### src/rtl/ncle_pkg.sv
// ----------------------------------------------------------------------------
// ncle_pkg
// shared types and constants of the noise channel
// ----------------------------------------------------------------------------
package ncle_pkg;

  localparam int CMD_W  = 3;
  localparam int ADDR_W = 16;
  localparam int DATA_W = 8;
  localparam int VOL_W  = 4;

  localparam int PRESCALE_TICKS = 4;
  localparam int PS_W = (PRESCALE_TICKS > 1) ? $clog2(PRESCALE_TICKS) : 1;

  localparam int QUEUE_DEPTH = 2;

  // bus command codes
  localparam logic [CMD_W-1:0] CMD_READ  = 3'd0;
  localparam logic [CMD_W-1:0] CMD_WRITE = 3'd1;
  localparam logic [CMD_W-1:0] CMD_FREQ  = 3'd2;
  localparam logic [CMD_W-1:0] CMD_ENV   = 3'd3;
  localparam logic [CMD_W-1:0] CMD_LEN   = 3'd4;

  // channel register window
  localparam logic [ADDR_W-1:0] ADDR_BASE = 16'hFF20;

  localparam logic [1:0] REG_LEN  = 2'd0;
  localparam logic [1:0] REG_ENV  = 2'd1;
  localparam logic [1:0] REG_POLY = 2'd2;
  localparam logic [1:0] REG_CTRL = 2'd3;

  typedef enum logic [2:0] {
    OP_NONE,
    OP_READ,
    OP_WRITE,
    OP_FREQ,
    OP_ENV,
    OP_LEN
  } ncle_op_e;

  typedef struct packed {
    ncle_op_e          op;
    logic [1:0]        reg_sel;
    logic [DATA_W-1:0] data;
  } ncle_op_t;

  typedef struct packed {
    logic full;
    logic empty;
  } ncle_qstat_t;

endpackage

### src/rtl/ncle_if.sv
// ----------------------------------------------------------------------------
// ncle_if
// valid/ready channels for bus commands and channel results
// ----------------------------------------------------------------------------
interface ncle_in_if;
  logic                        valid;
  logic                        ready;
  logic [ncle_pkg::CMD_W-1:0]  command;
  logic [ncle_pkg::ADDR_W-1:0] address;
  logic [ncle_pkg::DATA_W-1:0] write_data;

  modport source (output valid, output command, output address, output write_data,
                  input ready);
  modport sink   (input valid, input command, input address, input write_data,
                  output ready);
endinterface

interface ncle_out_if;
  logic                        valid;
  logic                        ready;
  logic [ncle_pkg::DATA_W-1:0] read_data;
  logic [ncle_pkg::VOL_W-1:0]  sample_level;
  logic                        channel_enabled;

  modport source (output valid, output read_data, output sample_level,
                  output channel_enabled, input ready);
  modport sink   (input valid, input read_data, input sample_level,
                  input channel_enabled, output ready);
endinterface

### src/rtl/ncle_front.sv
// ----------------------------------------------------------------------------
// ncle_front
// accepts bus beats and classifies them into channel operations
// ----------------------------------------------------------------------------
module ncle_front (
  ncle_in_if.sink               in_i,
  input  ncle_pkg::ncle_qstat_t qstat_i,
  output logic                  push_o,
  output ncle_pkg::ncle_op_t    op_o
);
  import ncle_pkg::*;

  logic hit;

  assign in_i.ready = ~qstat_i.full;
  assign push_o     = in_i.valid & ~qstat_i.full;

  // the four registers sit on one aligned window
  assign hit = (in_i.address[ADDR_W-1:2] == ADDR_BASE[ADDR_W-1:2]);

  always_comb begin
    op_o.reg_sel = in_i.address[1:0];
    op_o.data    = in_i.write_data;
    op_o.op      = OP_NONE;
    unique case (in_i.command)
      CMD_READ:  op_o.op = hit ? OP_READ : OP_NONE;
      CMD_WRITE: op_o.op = hit ? OP_WRITE : OP_NONE;
      CMD_FREQ:  op_o.op = OP_FREQ;
      CMD_ENV:   op_o.op = OP_ENV;
      CMD_LEN:   op_o.op = OP_LEN;
      default:   op_o.op = OP_NONE;
    endcase
  end

endmodule

### src/rtl/ncle_queue.sv
// ----------------------------------------------------------------------------
// ncle_queue
// short fifo of classified operations between front and back
// ----------------------------------------------------------------------------
module ncle_queue (
  input  logic                  clk_i,
  input  logic                  rst_ni,
  input  logic                  push_i,
  input  ncle_pkg::ncle_op_t    push_data_i,
  input  logic                  pop_i,
  output ncle_pkg::ncle_op_t    pop_data_o,
  output ncle_pkg::ncle_qstat_t stat_o
);
  import ncle_pkg::*;

  localparam int PTR_W = (QUEUE_DEPTH > 1) ? $clog2(QUEUE_DEPTH) : 1;
  localparam int CNT_W = $clog2(QUEUE_DEPTH + 1);

  ncle_op_t           slot_q [QUEUE_DEPTH];
  logic [PTR_W-1:0]   wr_ptr_q, wr_ptr_d;
  logic [PTR_W-1:0]   rd_ptr_q, rd_ptr_d;
  logic [CNT_W-1:0]   count_q, count_d;
  logic               do_push, do_pop;

  function automatic logic [PTR_W-1:0] ptr_next(input logic [PTR_W-1:0] p);
    ptr_next = (p == PTR_W'(QUEUE_DEPTH - 1)) ? '0 : p + PTR_W'(1);
  endfunction

  assign stat_o.full  = (count_q == CNT_W'(QUEUE_DEPTH));
  assign stat_o.empty = (count_q == '0);
  assign do_push      = push_i & ~stat_o.full;
  assign do_pop       = pop_i & ~stat_o.empty;
  assign pop_data_o   = slot_q[rd_ptr_q];

  always_comb begin
    wr_ptr_d = do_push ? ptr_next(wr_ptr_q) : wr_ptr_q;
    rd_ptr_d = do_pop ? ptr_next(rd_ptr_q) : rd_ptr_q;
    count_d  = count_q;
    if (do_push && !do_pop) begin
      count_d = count_q + CNT_W'(1);
    end else if (do_pop && !do_push) begin
      count_d = count_q - CNT_W'(1);
    end
  end

  always_ff @(posedge clk_i or negedge rst_ni) begin
    if (!rst_ni) begin
      wr_ptr_q <= '0;
      rd_ptr_q <= '0;
      count_q  <= '0;
    end else begin
      wr_ptr_q <= wr_ptr_d;
      rd_ptr_q <= rd_ptr_d;
      count_q  <= count_d;
    end
  end

  always_ff @(posedge clk_i) begin
    if (do_push) begin
      slot_q[wr_ptr_q] <= push_data_i;
    end
  end

endmodule

### src/rtl/ncle_back.sv
// ----------------------------------------------------------------------------
// ncle_back
// channel state, lfsr, envelope and length logic with the result register
// ----------------------------------------------------------------------------
module ncle_back (
  input  logic                  clk_i,
  input  logic                  rst_ni,
  input  ncle_pkg::ncle_qstat_t qstat_i,
  input  ncle_pkg::ncle_op_t    op_i,
  output logic                  pop_o,
  ncle_out_if.source            out_o
);
  import ncle_pkg::*;

  localparam int PER_W = 18;
  localparam int LFSR_W = 15;

  logic [7:0]        len_load_q, len_load_d;
  logic [7:0]        env_q, env_d;
  logic [7:0]        poly_q, poly_d;
  logic [7:0]        ctrl_q, ctrl_d;
  logic              chan_on_q, chan_on_d;
  logic              len_on_q, len_on_d;
  logic [5:0]        len_cnt_q, len_cnt_d;
  logic [VOL_W-1:0]  vol_q, vol_d;
  logic [31:0]       step_q, step_d;
  logic [1:0]        r3_q, r3_d;
  logic [2:0]        r5_q, r5_d;
  logic [2:0]        r7_q, r7_d;
  logic [PER_W-1:0]  period_q, period_d;
  logic [PS_W-1:0]   ps_q, ps_d;
  logic [LFSR_W-1:0] shift_q, shift_d;

  logic              out_valid_q;
  logic [DATA_W-1:0] out_rd_q;
  logic [VOL_W-1:0]  out_sample_q;
  logic              out_en_q;
  logic [DATA_W-1:0] rd_d;
  logic [2:0]        pace;

  function automatic logic [PER_W-1:0] period_value(input logic [7:0] poly);
    logic [PER_W-1:0] d;
    logic [3:0]       s;
    d = PER_W'(poly[2:0]);
    s = poly[7:4];
    if (poly[2:0] == 3'd0) begin
      period_value = (PER_W'(1) << s) >> 1;
    end else begin
      period_value = d << s;
    end
  endfunction

  function automatic logic [LFSR_W-1:0] lfsr_step(input logic [LFSR_W-1:0] v,
                                                  input logic seven_bit);
    logic             nb;
    logic [LFSR_W-1:0] n;
    nb = ~(v[0] ^ v[1]);
    n  = {nb, v[LFSR_W-1:1]};
    if (seven_bit) begin
      n[6] = nb;
    end
    lfsr_step = n;
  endfunction

  // step count divisible by pace, from low bits and small residues
  function automatic logic pace_hit(input logic [2:0] p, input logic [1:0] lo,
                                    input logic [1:0] m3, input logic [2:0] m5,
                                    input logic [2:0] m7);
    unique case (p)
      3'd1:    pace_hit = 1'b1;
      3'd2:    pace_hit = ~lo[0];
      3'd3:    pace_hit = (m3 == 2'd0);
      3'd4:    pace_hit = (lo == 2'd0);
      3'd5:    pace_hit = (m5 == 3'd0);
      3'd6:    pace_hit = ~lo[0] && (m3 == 2'd0);
      3'd7:    pace_hit = (m7 == 3'd0);
      default: pace_hit = 1'b0;
    endcase
  endfunction

  assign pop_o = ~qstat_i.empty & (~out_valid_q | out_o.ready);
  assign pace  = env_q[2:0];

  always_comb begin
    len_load_d = len_load_q;
    env_d      = env_q;
    poly_d     = poly_q;
    ctrl_d     = ctrl_q;
    chan_on_d  = chan_on_q;
    len_on_d   = len_on_q;
    len_cnt_d  = len_cnt_q;
    vol_d      = vol_q;
    step_d     = step_q;
    r3_d       = r3_q;
    r5_d       = r5_q;
    r7_d       = r7_q;
    period_d   = period_q;
    ps_d       = ps_q;
    shift_d    = shift_q;
    rd_d       = '0;

    unique case (op_i.op)
      OP_READ: begin
        unique case (op_i.reg_sel)
          REG_LEN:  rd_d = len_load_q;
          REG_ENV:  rd_d = env_q;
          REG_POLY: rd_d = poly_q;
          REG_CTRL: rd_d = ctrl_q;
          default:  rd_d = '0;
        endcase
      end
      OP_WRITE: begin
        unique case (op_i.reg_sel)
          REG_LEN: len_load_d = op_i.data;
          REG_ENV: begin
            env_d = op_i.data;
            if (op_i.data[7:3] == 5'd0) begin
              chan_on_d = 1'b0;
            end
          end
          REG_POLY: poly_d = op_i.data;
          REG_CTRL: begin
            ctrl_d = op_i.data;
            if (op_i.data[7]) begin
              chan_on_d = 1'b1;
              vol_d     = env_q[7:4];
              period_d  = period_value(poly_q);
              step_d    = '0;
              r3_d      = '0;
              r5_d      = '0;
              r7_d      = '0;
              shift_d   = '0;
            end
            if (op_i.data[6]) begin
              len_on_d  = 1'b1;
              len_cnt_d = len_load_q[5:0];
            end
          end
          default: ;
        endcase
      end
      OP_FREQ: begin
        if (chan_on_q) begin
          if (ps_q == PS_W'(PRESCALE_TICKS - 1)) begin
            ps_d = '0;
            if (period_q == '0) begin
              shift_d  = lfsr_step(shift_q, poly_q[3]);
              period_d = period_value(poly_q);
            end else begin
              period_d = period_q - PER_W'(1);
            end
          end else begin
            ps_d = ps_q + PS_W'(1);
          end
        end
      end
      OP_ENV: begin
        if (chan_on_q && pace != 3'd0) begin
          step_d = step_q + 32'd1;
          // residues restart when the count wraps to zero
          if (step_q == '1) begin
            r3_d = '0;
            r5_d = '0;
            r7_d = '0;
          end else begin
            r3_d = (r3_q == 2'd2) ? 2'd0 : r3_q + 2'd1;
            r5_d = (r5_q == 3'd4) ? 3'd0 : r5_q + 3'd1;
            r7_d = (r7_q == 3'd6) ? 3'd0 : r7_q + 3'd1;
          end
          if (pace_hit(pace, step_d[1:0], r3_d, r5_d, r7_d)) begin
            if (env_q[3]) begin
              if (vol_q != '1) begin
                vol_d = vol_q + VOL_W'(1);
              end
            end else if (vol_q != '0) begin
              vol_d = vol_q - VOL_W'(1);
            end
          end
        end
      end
      OP_LEN: begin
        if (len_on_q && chan_on_q) begin
          if (len_cnt_q == 6'h3F) begin
            len_on_d  = 1'b0;
            chan_on_d = 1'b0;
          end else begin
            len_cnt_d = len_cnt_q + 6'd1;
          end
        end
      end
      OP_NONE: ;
      default: ;
    endcase
  end

  always_ff @(posedge clk_i or negedge rst_ni) begin
    if (!rst_ni) begin
      len_load_q  <= '0;
      env_q       <= '0;
      poly_q      <= '0;
      ctrl_q      <= '0;
      chan_on_q   <= 1'b0;
      len_on_q    <= 1'b0;
      len_cnt_q   <= '0;
      vol_q       <= '0;
      step_q      <= '0;
      r3_q        <= '0;
      r5_q        <= '0;
      r7_q        <= '0;
      period_q    <= '0;
      ps_q        <= '0;
      shift_q     <= '0;
      out_valid_q <= 1'b0;
    end else begin
      if (pop_o) begin
        len_load_q <= len_load_d;
        env_q      <= env_d;
        poly_q     <= poly_d;
        ctrl_q     <= ctrl_d;
        chan_on_q  <= chan_on_d;
        len_on_q   <= len_on_d;
        len_cnt_q  <= len_cnt_d;
        vol_q      <= vol_d;
        step_q     <= step_d;
        r3_q       <= r3_d;
        r5_q       <= r5_d;
        r7_q       <= r7_d;
        period_q   <= period_d;
        ps_q       <= ps_d;
        shift_q    <= shift_d;
      end
      if (pop_o) begin
        out_valid_q <= 1'b1;
      end else if (out_o.ready) begin
        out_valid_q <= 1'b0;
      end
    end
  end

  always_ff @(posedge clk_i) begin
    if (pop_o) begin
      out_rd_q     <= rd_d;
      out_sample_q <= (chan_on_d && shift_d[0]) ? vol_d : '0;
      out_en_q     <= chan_on_d;
    end
  end

  assign out_o.valid           = out_valid_q;
  assign out_o.read_data       = out_rd_q;
  assign out_o.sample_level    = out_sample_q;
  assign out_o.channel_enabled = out_en_q;

endmodule

### src/rtl/noise_channel_lfsr_envelope_core.sv
// ----------------------------------------------------------------------------
// noise_channel_lfsr_envelope_core
// four-register noise channel with lfsr, envelope and length counter
// ----------------------------------------------------------------------------
// Every accepted beat gives exactly one result beat, in order. The channel
// takes one beat a cycle while the queue is not full and returns its result
// when the output side is free, through the two-entry operation queue and
// then the single execution stage that updates the channel state and loads
// the result register. The input keeps accepting while a result waits, until
// the queue is full; throughput is then set by the rate at which results are
// taken.
module noise_channel_lfsr_envelope_core (
  input  logic       clk_i,
  input  logic       rst_ni,
  ncle_in_if.sink    in_i,
  ncle_out_if.source out_o
);
  import ncle_pkg::*;

  ncle_qstat_t qstat;
  ncle_op_t    push_op;
  ncle_op_t    head_op;
  logic        push;
  logic        pop;

  ncle_front u_front (
    .in_i    (in_i),
    .qstat_i (qstat),
    .push_o  (push),
    .op_o    (push_op)
  );

  ncle_queue u_queue (
    .clk_i       (clk_i),
    .rst_ni      (rst_ni),
    .push_i      (push),
    .push_data_i (push_op),
    .pop_i       (pop),
    .pop_data_o  (head_op),
    .stat_o      (qstat)
  );

  ncle_back u_back (
    .clk_i   (clk_i),
    .rst_ni  (rst_ni),
    .qstat_i (qstat),
    .op_i    (head_op),
    .pop_o   (pop),
    .out_o   (out_o)
  );

endmodule

### src/flat_wrapper.sv
// flat-port wrapper written by rule: the top's interface ports become plain ports
module noise_channel_lfsr_envelope_core_flat import ncle_pkg::*;
  (clk_i, rst_ni, in_i_valid, in_i_command, in_i_address, in_i_write_data, in_i_ready, out_o_valid, out_o_read_data, out_o_sample_level, out_o_channel_enabled, out_o_ready);
  ncle_in_if in_i_i ();
  ncle_out_if out_o_i ();
  input  logic clk_i;
  input  logic rst_ni;
  input wire logic [$bits(in_i_i.valid)-1:0] in_i_valid;
  input wire logic [$bits(in_i_i.command)-1:0] in_i_command;
  input wire logic [$bits(in_i_i.address)-1:0] in_i_address;
  input wire logic [$bits(in_i_i.write_data)-1:0] in_i_write_data;
  output wire logic [$bits(in_i_i.ready)-1:0] in_i_ready;
  output wire logic [$bits(out_o_i.valid)-1:0] out_o_valid;
  output wire logic [$bits(out_o_i.read_data)-1:0] out_o_read_data;
  output wire logic [$bits(out_o_i.sample_level)-1:0] out_o_sample_level;
  output wire logic [$bits(out_o_i.channel_enabled)-1:0] out_o_channel_enabled;
  input wire logic [$bits(out_o_i.ready)-1:0] out_o_ready;
  assign in_i_i.valid = in_i_valid;
  assign in_i_i.command = in_i_command;
  assign in_i_i.address = in_i_address;
  assign in_i_i.write_data = in_i_write_data;
  assign in_i_ready = in_i_i.ready;
  assign out_o_valid = out_o_i.valid;
  assign out_o_read_data = out_o_i.read_data;
  assign out_o_sample_level = out_o_i.sample_level;
  assign out_o_channel_enabled = out_o_i.channel_enabled;
  assign out_o_i.ready = out_o_ready;
  noise_channel_lfsr_envelope_core u_core (.clk_i(clk_i), .rst_ni(rst_ni), .in_i(in_i_i), .out_o(out_o_i));
endmodule
### config.mk
export PLATFORM = sky130hd
export DESIGN_NAME = noise_channel_lfsr_envelope_core_flat
export DESIGN_NICKNAME = d
export VERILOG_FILES = /design/src/rtl/ncle_pkg.sv /design/src/rtl/ncle_if.sv /design/src/rtl/ncle_front.sv /design/src/rtl/ncle_queue.sv /design/src/rtl/ncle_back.sv /design/src/rtl/noise_channel_lfsr_envelope_core.sv /design/src/flat_wrapper.sv
export SDC_FILE = /design/constraint.sdc
export NUM_CORES = 1
export LEC_CHECK = 0
export CAP_MARGIN = 5
export CORE_ASPECT_RATIO = 0.8
export CORE_UTILIZATION = 45
export DETAILED_ROUTE_END_ITERATION = 12
export DONT_BUFFER_PORTS = 1
export SLEW_MARGIN = 20
export SYNTH_ARGS = -nofsm -noshare
export SYNTH_HDL_FRONTEND = slang
export SYNTH_SLANG_ARGS = --single-unit
export TNS_END_PERCENT = 20
### constraint.sdc
create_clock -name clk_i -period 2.4 [get_ports clk_i]
set_input_delay 0 -clock clk_i [delete_from_list [all_inputs] [get_ports clk_i]]
set_output_delay 0 -clock clk_i [all_outputs]
set_load 0.005 [all_outputs]
==> summary.txt, run 1 <==
Synth
  – Post-synthesis cell area: about 8500 µm²
  – Netlist cell types: 81
  – Predominant post-synthesis flop cell: dfrtp_1
  – YS warnings: 0
  – Post-Syn Nets: 900
  – Sequential area share after synthesis: 0.501
  – Async SR Flop Fraction: 0.761
  – EDFF count, synth: 39
  – Area leader, netlist: dfrtp_1
  – FF+latch count, synth: 163
  – Synth top area cells: dfrtp_1, edfxtp_1, o21ai_0, nand2_1, nor2_1
  – Syn_area_per_cell: 9.92 µm²
  – Cells after synthesis: 860
  – Top-area cell type share of the netlist area: 0.364

Finish
  – Fillers: 1,583
  – Final core occ: 0.557
  – Area occupied by multi-input gates: 4090 µm²
  – Share of cells above drive strength 1: 0.177
  – Area Growth Syn to Fin: 19.7%
  – Diode count: 0
  – Nets: 976
  – Register area: 4280 µm²

GRT
  – Largest net degree at the start of global routing: 125
  – First-pass GRT wire length: 35.8 mm
  – Vias in the first global route: 6,884
  – GRT Overall Usage: 0.233
  – Gr ovfl total: 0
  – Initial antenna violation count: 0

Outcome
  – Failing checks: negative hold slack
  – Outcome: finished with violations

Floorplan
  – Num ports: 46
  – Effective utilization at floorplan: 0.466
  – Chip Width: 156 µm
  – Cell Rows: 44
  – Die area: 19,500 µm²
  – Die Height: 125 µm
  – Core Region: 18,300 µm²

Timing
  – Slew Limit Headroom: 0.555
  – Slew @ Worst Pin: 0.666 ns
  – Fin Setup TNS: 0 ns
  – Hold Violations, Final: 124
  – Period utilization: 0.996
  – RSZ-0062 raised after global routing: true
  – Final min period: 2.39 ns
  – Fin Hold WS: -0.744 ns
  – Max Fclk: about 420 MHz
  – Setup violators final: 0
  – Worst Setup Slack, final: 0.0100 ns
  – Skew final: 0.0124 ns
  – Max Slew Vio Count: 0

Worst setup path
  – Largest stage delay on the critical path: 0.45 ns
  – Worst Path Arrival: 2.57 ns
  – Crit path launch type: register
  – Slowest library cell on the worst path: or4_4
  – Cells along the critical path: or3_4 -> or4_4 -> nor3_2 -> nor2_1 -> o31ai_2 -> buf_4 -> a21oi_1
  – Reg2reg setup slack: 0.01 ns
  – CP required: 2.58 ns
  – Crit path kind: register to register
  – Worst setup EP type: register
  – CP max FO: 3

Clock tree
  – Clk root buf: clkbuf_16
  – Maximum clock insertion buffer count: 2
  – Cts bufs inserted: 17
  – Clock sink count: ~160
  – Clock Latency Late Sink: 0.43 ns
  – TritonCTS clock tree: done
  – Clock transition at the registers of the reported paths: approximately 0.070 ns
  – # hold bufs at CTS: 16
  – H-tree depth: 4

Route
  – Routed vias: 7,150
  – Drt total wl: 21.8 mm
  – DRT antenna net count: 0
  – Post-route DRC: 0
  – Vias per cell: 5.95
  – DRT iter0 DRCs: between 600 and 700
  – DR WL/cell: ~18 µm
  – First-pass detailed-route iteration total: 5

Placed design
  – IO Port Bufs: 0
  – Final HPWL from detailed placement: 15.2 mm
  – Setup Slack @ Placement: -0.106 ns
  – RD Place Congestion: 0.891

Pwr
  – PD cells: 1080 nW/µm²
  – Peak supply drop: 528 µV
  – Leakage Power: roughly 4.2 nW

Worst hold path
  – Min-delay worst type: input port to async pin

Job
  – Max cap viols: 0
[power breakdown]
part           leakage (nW)  total, mW  switching, mW  internal, mW
logic                  1.88       3.90           2.13          1.77
registers              2.02       4.37          0.798          3.58
clock network         0.297       2.74           1.22          1.52
[Yosys cell counts, drive strengths merged, types with 3 or more instances]
library cell / instances
xnor2: 14
nor2b: 4
mux4: 9
nor3b: 4
clkbuf: 26
nand3b: 7
nand2b: 5
ha: 9
inv: 22
nand4b: 5
a21o: 4
and2: 14
o21a: 5
a22o: 21
a21oi: 42
o22a: 5
dfrtp: 124
or3: 8
or4: 6
nor2: 68
buf: 16
nor4: 11
a211oi: 5
nor3: 23
o41ai: 4
and4: 4
o211ai: 3
o21ai: 104
mux2: 7
a22oi: 3
mux2i: 20
o22ai: 6
or3b: 4
nand2: 97
nand3: 26
and3: 12
nand4: 16
o31ai: 10
a31oi: 17
edfxtp: 39
[path summary, 6_finish.rpt]
check                                           start                             endpoint  cells after the start
max reg2reg                u_core.u_back.period_q[13]  u_core.u_back.out_o.sample_level[3]                      7
min reg2reg                   u_core.u_back.ctrl_q[3]              u_core.u_back.ctrl_q[3]                      2
max in group asynchronous                      rst_ni              u_core.u_queue.rd_ptr_q                      0
max                        u_core.u_back.period_q[13]  u_core.u_back.out_o.sample_level[3]                      7
min                                            rst_ni           u_core.u_back.len_cnt_q[3]                      0
min in group clk_i                    in_i_address[2]         u_core.u_queue.slot_q[1][11]                      3
[what timing repair did]
action	4_1_cts	5_1_grt
pin swaps	1	4
buffers inserted	0	8
hold endpoints to repair	153	124
gates resized for setup	4	22
endpoints found under the setup margin	9	55
gates cloned	0	2
[registers in the layout, summed over array words and instances, names as in the netlist, 4 cells and up]
register	cells
u_core.u_queue.slot_q	26
u_core.u_back.ctrl_q	8
u_core.u_back.period_q	18
u_core.u_back.len_load_q	8
u_core.u_back.env_q	8
u_core.u_back.len_cnt_q	6
u_core.u_back.poly_q	8
u_core.u_back.step_q	32
u_core.u_back.out_o.sample_level	4
u_core.u_back.vol_q	4
u_core.u_back.shift_q	15
u_core.u_back.out_o.read_data	8
[stage by stage]
step                hold WS [ns]  cell area [µm²]  instances  power (mW)
finish                    -0.744            10200       1202        11.0
floorplan                 -0.296             8530        860        6.60
CTS                       -0.752            10000       1192        10.8
detailed placement        -0.292             9260       1144        8.01
global route              -0.761            10200       1202        11.7
global placement          -0.293             9260       1144        7.87
[routing by layer]
metal	vias up	global-route usage	routed length (µm)
met4	0	0.0611	228
met1	3549	0.342	10400
li1	3346	-	-
met2	236	0.352	9990
met3	19	0.0444	1190
met5	-	0	0
[worst max-delay path, delay by kind of cell, from the launching register on]
family	cells	cell delay, ns
buffers and inverters	1	0.18
AO/OA/AOI/OAI	2	0.37
flip-flops	1	0.39
AND/OR/NAND/NOR	4	1.22
[cell usage in the layout (no fill, tap or decap), drive strengths merged, types with 7 or more instances in the layout]
cell and count:
dfrtp 124, o21ai 105, nand2 97, buf 81, nor2 68, a21oi 42
edfxtp 39, inv 27, nand3 26, nor3 23, a22o 21, mux2i 20
clkbuf 19, a31oi 17, dlygate4sd3 16, nand4 16, xnor2 14, and2 14
and3 12, nor4 11, o31ai 10, mux4 9, ha 9, clkinv 9
or3 8, nand3b 7, mux2 7
[area by class of cell]
| cell class | count | share of cell area |
|---|---|---|
| repair buffers | 98 | 0.0833 |
| well taps | 253 | 0.0310 |
| multi-input cells | 633 | 0.401 |
| flip-flops and latches | 163 | 0.418 |
| inverters | 23 | 0.00845 |
| clock buffers | 18 | 0.0441 |
| clock inverters | 14 | 0.0142 |
[cell families (layout without fill, tap and decap cells)]
| kind of cell | count (synthesis) | in the layout | synth area share |
|---|---|---|---|
| buf+inv | 65 | 153 | 0.0321 |
| compound gates | 250 | 251 | 0.187 |
| simple gates | 321 | 321 | 0.192 |
| fa+ha+maj | 9 | 9 | 0.0132 |
| flops | 163 | 163 | 0.501 |
| xor+xnor | 16 | 16 | 0.0164 |
| mux | 36 | 36 | 0.0579 |
(Power assumes the default switching activity.)
==> run 2, diff against run 1 <==
PLACE_DENSITY = 0.73   (was not set)
REMOVE_ABC_BUFFERS = 1   (was not set)
==> run 2 against run 1 <==
Net effect: the run still ends with negative hold slack left; highest routed layer unchanged; non-clock buffer count decreased by 17; sequential power hardly changed; final cell count fell by 1.5%.
==> summary.txt, run 2 (synthesis results as in run 1) <==
Finish
  – Commonest non-fill, non-tap cell in the layout: dfrtp_1
  – Nets: 958 (-1.8%)
  – Area occupied by multi-input gates: 4030 µm² (-1.5%)
  – Max reg flops: 32 (unchanged)
  – Fillers: 1,579 (-0.25%)
  – Register area: 4280 µm² (about the same)
  – Registers with the most flip-flops: u_core.u_back.step_q: 32 flops, u_core.u_queue.slot_q: 26 flops, u_core.u_back.period_q: 18 flops
  – Area Growth Syn to Fin: 16.7%
  – Most frequent cells in the layout: dfrtp_1, o21ai_0, nand2_1
  – Most flop-heavy register: u_core.u_back.step_q
  – Diode count: 0 (unchanged)
  – Share of cells above drive strength 1: 0.149 (-0.0277)
  – Final core occ: 0.543 (-0.0140)

Floorplan
  – Num ports: 46 (unchanged)
  – Cell Rows: 44 (unchanged)
  – Core Region: 18,300 µm² (unchanged)
  – Chip Width: 156 µm (unchanged)
  – Die area: 19,500 µm² (unchanged)
  – Effective utilization at floorplan: 0.466 (unchanged)
  – Die Height: 125 µm (unchanged)

Timing
  – Skew final: 0.00958 ns (-0.00278 ns)
  – Setup violators final: 0 (unchanged)
  – Slew Limit Headroom: 0.600 (+0.0454)
  – Period utilization: 0.971 (-0.0253)
  – Max Slew Vio Count: 0 (unchanged)
  – Slew @ Worst Pin: 0.583 ns (-0.0824 ns)
  – Hold Violations, Final: 124 (unchanged)
  – Final min period: 2.33 ns (-0.0606 ns)
  – Max Fclk: 429 MHz (+2.6%)
  – Fin Hold WS: -0.739 ns (+0.00480 ns)
  – RSZ-0062 raised after global routing: true

Pwr
  – Sw Share: 0.379 (+0.00185)
  – Clk pwr share: 0.256 (+0.007)
  – Internal Dissipation: 6.66 mW (-3.0%)
  – Share of power burned in registers: 0.408 (+0.011)
  – Switch Pwr: 4.06 mW (-2.3%)
  – Leakage Power: 4.08 nW (-2.8%)
  – Combinational share of power: 0.337 (-0.017)
  – Peak supply drop: 540 µV (+2.2%)
  – PD cells: 1080 nW/µm² (-0.26%)

Route
  – Vias per cell: 5.89 (-0.99%)
  – DRT iter0 DRCs: 628 (+0.96%)
  – DR WL/cell: 17.1 µm (-5.7%)
  – Routed vias: 6,973 (-2.5%)
  – Post-route DRC: 0 (unchanged)
  – Drt total wl: 20.3 mm (-7.1%)
  – DRT antenna net count: 0 (unchanged)
  – First-pass detailed-route iteration total: 5 (unchanged)

GRT
  – Gr ovfl total: 0 (unchanged)
  – Initial antenna violation count: 0 (unchanged)
  – Met3 Usage GRT: 0.0499 (+0.00555)
  – Top Usage Layer GRT: met1
  – Largest net degree at the start of global routing: 125 (unchanged)
  – Vias in the first global route: 6,402 (-7.0%)
  – Met2 GRT Util: 0.301 (-0.0512)
  – First-pass GRT wire length: 33.2 mm (-7.4%)
  – M1 GR Usage: 0.325 (-0.0171)
  – GRT Overall Usage: 0.215 (-0.0180)

Clock tree
  – TritonCTS clock tree: done
  – Clk root buf: clkbuf_16
  – Cts bufs inserted: 17 (unchanged)
  – Clock transition at the registers of the reported paths: 0.07 ns (about the same)
  – Clock sink count: 163 (unchanged)
  – H-tree depth: 4 (unchanged)
  – Clock Latency Late Sink: 0.43 ns (about the same)
  – # hold bufs at CTS: 16 (unchanged)
  – Maximum clock insertion buffer count: 2 (unchanged)

Worst setup path
  – Largest stage delay on the critical path: 0.46 ns (about the same)
  – Most used cell, CP: buf_4
  – Slowest library cell on the worst path: or3b_1
  – Buf+Inv Stages, Crit Path: 3 (+2)
  – CP required: 2.68 ns (+0.10 ns)
  – Crit path launch type: register
  – Crit path kind: register to register
  – Worst setup EP type: register
  – Cells along the critical path: or3b_1 -> buf_4 -> a221oi_2 -> buf_4 -> o22a_1 -> o31ai_2 -> buf_4 -> a31oi_1
  – CP max FO: 8 (+5)
  – Worst Path Arrival: 2.61 ns (+0.04 ns)
  – Delay-heaviest family, CP: compound AO/OA/AOI/OAI gates

Outcome
  – Failing checks: negative hold slack
  – Outcome: finished with violations

Placed design
  – IO Port Bufs: 0 (unchanged)
  – Final HPWL from detailed placement: 13.7 mm (-9.8%)
  – RD Place Congestion: 0.883 (-0.96%)

Job
  – Max cap viols: 0 (unchanged)

Worst hold path
  – Min-delay worst type: input port to async pin
run 2: what timing repair did:
action                                  4_1_cts  5_1_grt
setup buffers                                 0        2
endpoints found under the setup margin        0       53
gates resized for setup                       0       11
endpoints found under the hold margin       153      124
run 2: worst paths after layout:
check	slack (ns)	start	cells after the start	endpoint
min in group clk_i	0.04	in_i_command[1]	2	u_core.u_queue.slot_q[0][10]
worst min register to register	0.49	u_core.u_back.ctrl_q[2]	2	u_core.u_back.ctrl_q[2]
worst max register to register	0.07	u_core.u_queue.rd_ptr_q	8	u_core.u_back.out_o.sample_level[0]
max in group asynchronous	2.98	rst_ni	0	u_core.u_back.poly_q[1]
worst min-delay path	-0.74	rst_ni	0	u_core.u_back.step_q[9]
worst max-delay path	0.07	u_core.u_queue.rd_ptr_q	8	u_core.u_back.out_o.sample_level[0]
run 2: metal layers:
metal  part of all wire  wire [µm]
met5                  0          0
met4              0.015        301
met3              0.063       1290
met2               0.43       8800
met1               0.49       9920
run 2: power groups by stage:
stage	combinational [mW]	sequential, mW	clock (mW)
2_1_floorplan	2.29	4.19	0
3_3_place_gp	3.37	4.35	0
3_5_place_dp	3.44	4.38	0
4_1_cts	3.50	4.34	2.77
5_1_grt	3.99	4.45	2.89
6_report	3.61	4.37	2.74
run 2: layout make-up:
type,count,share of cell area
clock buffer,18,0.0431
clock inverter,14,0.0162
inverter,23,0.00867
multi-input combinational,632,0.405
sequential,163,0.429
tap,253,0.0318
timing repair buffer,81,0.0663
run 2: per-stage QoR:
step / cells / area (µm²) / TNS (ns) / power (mW) / setup WS, ns
CTS: 1182 / 9900 / 0 / 10.6 / 0.0116
global placement: 1134 / 9150 / 0 / 7.72 / 0.0987
floorplan: 818 / 8350 / -21.27 / 6.48 / -0.471
detailed placement: 1134 / 9150 / 0 / 7.83 / 0.0270
global route: 1184 / 9960 / -0.175 / 11.3 / -0.0403
finish: 1184 / 9960 / 0 / 10.7 / 0.0706
